**config.mk**
```make
export PLATFORM = sky130hd
export DESIGN_NAME = thdu_cell
export DESIGN_NICKNAME = d
export VERILOG_FILES = /design/src/design/thdu_pkg.sv /design/src/design/thdu_cell.sv
export SDC_FILE = /design/constraint.sdc
export NUM_CORES = 1
export LEC_CHECK = 0
export CORE_AREA = 4 4 272 274
export CTS_CLUSTER_SIZE = 24
export DETAILED_ROUTE_END_ITERATION = 6
export DIE_AREA = 0 0 276 278
export DONT_BUFFER_PORTS = 1
export PLACE_DENSITY = 0.51
export SLEW_MARGIN = 30
export SYNTH_ARGS = -nofsm -noshare
export SYNTH_HDL_FRONTEND = slang
export SYNTH_SLANG_ARGS = --single-unit
```
**constraint.sdc**
```tcl
create_clock -name i_clk -period 14.2 [get_ports i_clk]
set_input_delay 1.42 -clock i_clk [delete_from_list [all_inputs] [get_ports i_clk]]
set_output_delay 1.42 -clock i_clk [all_outputs]
set_load 0.01 [all_outputs]
```
**src/design/thdu_pkg.sv**
```systemverilog
// shared types, widths and constants of the target heading and distance unit
package thdu_pkg;

    localparam int XW         = 36;    // cordic x/y datapath width
    localparam int PW         = 32;    // binary phase width
    localparam int RAD_W      = 66;    // squared distance width
    localparam int REM_W      = 35;    // square root remainder width
    localparam int ROOT_W     = 33;    // square root width
    localparam int SQRT_STEPS = 33;    // one result bit per cell
    localparam int UNIT_W     = 16;

    localparam logic [16:0]   TURN_UNITS = 17'd46080;
    localparam logic [PW-1:0] PH_90      = 32'h4000_0000;
    localparam logic [PW-1:0] PH_180     = 32'h8000_0000;

    localparam logic [1:0] REG_TARGET_X  = 2'd0;
    localparam logic [1:0] REG_TARGET_Y  = 2'd1;
    localparam logic [1:0] REG_STOP_DIST = 2'd2;

    // data held by one cell of the chain
    typedef struct packed {
        logic signed [XW-1:0] yaw_x;
        logic signed [XW-1:0] yaw_y;
        logic [PW-1:0]        yaw_z;
        logic                 yaw_zero;
        logic signed [XW-1:0] hd_x;
        logic signed [XW-1:0] hd_y;
        logic [PW-1:0]        hd_z;
        logic                 hd_zero;
        logic [RAD_W-1:0]     rad;
        logic [REM_W-1:0]     rem;
        logic [ROOT_W-1:0]    root;
    } t_cell_word;

    // atan(2^-i) as binary phase
    function automatic logic [PW-1:0] atan_at(input int i);
        logic [PW-1:0] a;
        case (i)
            0:  a = 32'h20000000;  1: a = 32'h12E4051E;  2: a = 32'h09FB385B;
            3:  a = 32'h051111D4;  4: a = 32'h028B0D43;  5: a = 32'h0145D7E1;
            6:  a = 32'h00A2F61E;  7: a = 32'h00517C55;  8: a = 32'h0028BE53;
            9:  a = 32'h00145F2F; 10: a = 32'h000A2F98; 11: a = 32'h000517CC;
            12: a = 32'h00028BE6; 13: a = 32'h000145F3; 14: a = 32'h0000A2F9;
            15: a = 32'h0000517C; 16: a = 32'h000028BE; 17: a = 32'h0000145F;
            18: a = 32'h00000A2F; 19: a = 32'h00000517; 20: a = 32'h0000028B;
            21: a = 32'h00000145; 22: a = 32'h000000A2; 23: a = 32'h00000051;
            24: a = 32'h00000028; 25: a = 32'h00000014; 26: a = 32'h0000000A;
            27: a = 32'h00000005; 28: a = 32'h00000002; 29: a = 32'h00000001;
            default: a = 32'h00000000;
        endcase
        return a;
    endfunction

endpackage

```
**src/design/thdu_cell.sv**
```systemverilog
// chain cell: one square root digit, cordic on both vectors in leading cells
module thdu_cell #(
    parameter int STAGE         = 0,
    parameter int CORDIC_STAGES = 24
) (
    input  logic                i_clk,
    input  logic                i_rst_n,
    input  logic                i_valid,
    output logic                o_ready,
    input  thdu_pkg::t_cell_word i_data,
    output logic                o_valid,
    input  logic                i_ready,
    output thdu_pkg::t_cell_word o_data
);

    logic                 r_vld;
    thdu_pkg::t_cell_word r_data;
    thdu_pkg::t_cell_word n_data;
    logic [thdu_pkg::REM_W+1:0] w_rem_s;
    logic [thdu_pkg::REM_W+1:0] w_trial;

    assign o_ready = !r_vld || i_ready;
    assign o_valid = r_vld;
    assign o_data  = r_data;

    assign w_rem_s = {i_data.rem, i_data.rad[thdu_pkg::RAD_W-1 -: 2]};
    assign w_trial = {2'b00, i_data.root, 2'b01};

    always_comb begin
        n_data = i_data;
        if (STAGE < CORDIC_STAGES) begin
            if (!i_data.yaw_y[thdu_pkg::XW-1]) begin
                n_data.yaw_x = i_data.yaw_x + (i_data.yaw_y >>> STAGE);
                n_data.yaw_y = i_data.yaw_y - (i_data.yaw_x >>> STAGE);
                n_data.yaw_z = i_data.yaw_z + thdu_pkg::atan_at(STAGE);
            end else begin
                n_data.yaw_x = i_data.yaw_x - (i_data.yaw_y >>> STAGE);
                n_data.yaw_y = i_data.yaw_y + (i_data.yaw_x >>> STAGE);
                n_data.yaw_z = i_data.yaw_z - thdu_pkg::atan_at(STAGE);
            end
            if (!i_data.hd_y[thdu_pkg::XW-1]) begin
                n_data.hd_x = i_data.hd_x + (i_data.hd_y >>> STAGE);
                n_data.hd_y = i_data.hd_y - (i_data.hd_x >>> STAGE);
                n_data.hd_z = i_data.hd_z + thdu_pkg::atan_at(STAGE);
            end else begin
                n_data.hd_x = i_data.hd_x - (i_data.hd_y >>> STAGE);
                n_data.hd_y = i_data.hd_y + (i_data.hd_x >>> STAGE);
                n_data.hd_z = i_data.hd_z - thdu_pkg::atan_at(STAGE);
            end
        end
        // restoring square root digit
        n_data.rad = {i_data.rad[thdu_pkg::RAD_W-3:0], 2'b00};
        if (w_rem_s >= w_trial) begin
            n_data.rem  = thdu_pkg::REM_W'(w_rem_s - w_trial);
            n_data.root = {i_data.root[thdu_pkg::ROOT_W-2:0], 1'b1};
        end else begin
            n_data.rem  = w_rem_s[thdu_pkg::REM_W-1:0];
            n_data.root = {i_data.root[thdu_pkg::ROOT_W-2:0], 1'b0};
        end
    end

    always_ff @(posedge i_clk) begin
        if (!i_rst_n) begin
            r_vld <= 1'b0;
        end else if (o_ready) begin
            r_vld <= i_valid;
        end
        if (o_ready && i_valid) begin
            r_data <= n_data;
        end
    end

endmodule

```
==> summary.txt <==
Clock tree
  – H-Tree Depth: 2
  – Num CTS Buffers: 42
  – Post-CTS Repair Setup Buffers: 0
  – Worst-path clk slew: 0.07 ns
  – Resize count post-CTS: 0
  – CTS Sinks: 341
  – CTS tree: built
  – CTS root buffer: clkbuf_16
  – Clk buf depth: 3
  – Clock Latency Late Sink: 0.57 ns
  – Hold Buf Count CTS: 0

Placed design
  – Dpl cells: 3457
  – Post-DP HPWL: 75500 um
  – IO Port Bufs: 0
  – Placer Congestion: 0.983

Floorplanning
  – Die width: 276 um
  – Initial core utilization: 0.350
  – Cell Rows: 98
  – Die area: 0.0767 mm2
  – # IOs: 694
  – Die Y: 278 um
  – Core Region: 0.0714 mm2

Critical path
  – CP required: 14.51 ns
  – Crit path cell chain: inv_1 -> ha_1 -> nor2b_1 -> nor4_1 -> a211oi_1 -> a311oi_1 -> a32oi_1 -> a31oi_1 -> o31ai_1 -> a221o_1 -> o21ai_1 -> xnor2_1
  – Max incr delay on CP: 0.64 ns
  – Worst Setup End Kind: flop
  – Critical path data arrival time: 5.12 ns
  – CP startpoint kind: input port
  – Slowest cell on the critical path: a32oi_1
  – CP max FO: 11
  – Crit Path Category: in2reg

Detailed routing
  – First DRT Iteration DRCs: 1575
  – Routed len/inst: 26.4 um
  – First-pass DRT Iterations: 5
  – Post-DR vias/cell: 5.65
  – Remaining antenna violation count: 0
  – DR vias: 20000
  – DRC: 0
  – Final Routed Wirelength: 93500 um

Logic synthesis
  – Area contributors post-synth: edfxtp_1, ha_1, a21oi_1, xnor2_1, inv_1
  – Asr flop ratio synth: 0
  – Top_reg_cell synth: edfxtp_1
  – Share of the synthesized area in the top cell type: 0.409
  – Mean post-synth cell area: 9.59 um2
  – Synthesized cell area: 0.0250 mm2
  – EDFF count, synth: 340
  – Post-Synth XOR/XNOR Area: 0.0603
  – Mux cell area share after synthesis: 0.0129
  – Complex-gate fraction of the synthesized area: 0.212
  – Largest family of logic cells by synthesized area: compound AO/OA/AOI/OAI gates
  – Yosys cell types: 81
  – Simple-gate share of the synthesized area: 0.112
  – Register area share after synthesis: 0.409
  – Synth area leader: edfxtp_1
  – Mapped Cells: 2606
  – Yosys Warn Count: 0
  – #FFs+latches synth: 341
  – Synthesized-area fraction occupied by adder cells: 0.133

Layout
  – Commonest non-fill, non-tap cell in the layout: edfxtp_1
  – Non-Filler Instances: 3538
  – Fillers: 7184
  – Post-layout util: 0.381
  – Total Nets Final: 3160
  – Synthesis-to-finish area growth: 8.90%
  – Most frequent cells in the layout: edfxtp_1, a21oi_1, inv_1, ha_1, nor2_1
  – Layout cells sized above 1: 0.0449

STA
  – Count of final max-slew check failures: 0
  – Setup Skew: 0.00997 ns
  – # setup viols final: 0
  – Post-layout min period: 4.80 ns
  – Total negative slack: 0 ns
  – RSZ-0062 raised after global routing: no
  – Fmax: 208 MHz
  – Final Hold Fails: 0
  – Slew @ Worst Pin: 0.874 ns
  – Worst slew margin: 0.402
  – Period utilization: 0.338

Status
  – Status: finished clean

Global route
  – Antenna violations before repair: 6
  – Gr usage total: 0.229
  – Vias in the first global route: 19600
  – GRT overflow: 0
  – Largest net degree at the start of global routing: 138
  – First-pass GRT wire length: 135000 um

Job
  – Max_cap viols: 0

Power
  – LEAKAGE: 11.0 nW
  – Power density over the cells: 119 mW/mm2
  – Worst vdd ir: 0.000110 V

Hold path
  – Hold crit path type: in2reg
==> kinds of logic (layout without fill, tap and decap cells) <==
family / count (synthesis) / after routing
AOI/OAI and AO/OA: 828 / 828
xor gates and xnor gates: 172 / 172
adders and majority gates: 261 / 261
buffers and inverters: 376 / 352
DFF: 341 / 341
muxes: 32 / 32
other: 1 / 7
and+or+nand+nor: 595 / 595
==> routing by layer <==
metal,up-vias,global-route usage,wire (um),share of wire
met5,-,0,13,0.00014
met4,2,0.0566,2540,0.027
met3,121,0.0641,7680,0.082
met2,901,0.406,46200,0.49
met1,9730,0.277,37000,0.40
li1,9250,-,-,-
==> power breakdown <==
part	internal (mW)	leakage, nW	total, mW	switching [mW]
registers	1.26	3.30	1.38	0.118
clock network	0.666	0.692	1.11	0.446
logic	0.264	7.04	0.737	0.473
==> layout make-up <==
| cell class | instances | area [um2] | share of cell area |
|---|---|---|---|
| Inverter | 267 | 1000 | 0.0368 |
| Sequential cell | 341 | 10200 | 0.376 |
| Multi-Input combinational cell | 1890 | 13300 | 0.487 |
| Clock inverter | 29 | 337 | 0.0124 |
| Timing Repair Buffer | 9 | 83.8 | 0.00308 |
| Clock buffer | 47 | 1090 | 0.0401 |
| Tap cell | 950 | 1190 | 0.0437 |
| Antenna cell | 5 | 12.5 | 0.000460 |
==> flip-flops by register name, indices dropped and copies added, names as in the netlist <==
register  cells
o_data      340
o_valid       1
==> synthesized netlist by cell type, types with 30 or more instances <==
cell type,number
edfxtp_1,340
a21oi_1,284
inv_1,257
ha_1,253
nor2_1,193
o21ai_0,161
nand2_1,152
xnor2_1,131
a21o_1,73
clkbuf_1,66
o21bai_1,66
nor3_1,44
xor2_1,41
mux2i_1,30
==> through the flow <==
step / power [mW] / setup slack, ns / instance area, um2 / hold WS, ns
3_5_place_dp: 2.13 / 9.02 / 25800 / 0.927
2_1_floorplan: 1.91 / 4.11 / 25000 / 0.610
5_1_grt: 3.38 / 9.05 / 27200 / 0.893
4_1_cts: 3.26 / 9.64 / 27200 / 0.892
3_3_place_gp: 2.13 / 9.07 / 25800 / 0.937
6_report: 3.23 / 9.40 / 27200 / 0.941
==> final timing paths <==
check             cells after the start          end  slack [ns]        start
setup / recovery                     12  o_data[238]        9.40  i_data[171]
hold / removal                        0    o_data[4]        0.94    i_data[3]
setup reg to reg                      4  o_data[233]       10.69      o_valid
hold reg to reg                       2      o_valid        0.95      o_valid
==> critical path: cells and delay by family <==
family / cells / cell delay (ns)
compound gates: 7 / 2.66
buf+inv: 1 / 0.02
xor+xnor: 1 / 0.14
simple gates: 2 / 0.39
fa+ha+maj: 1 / 0.47
Power figures use the tool's default switching activity.
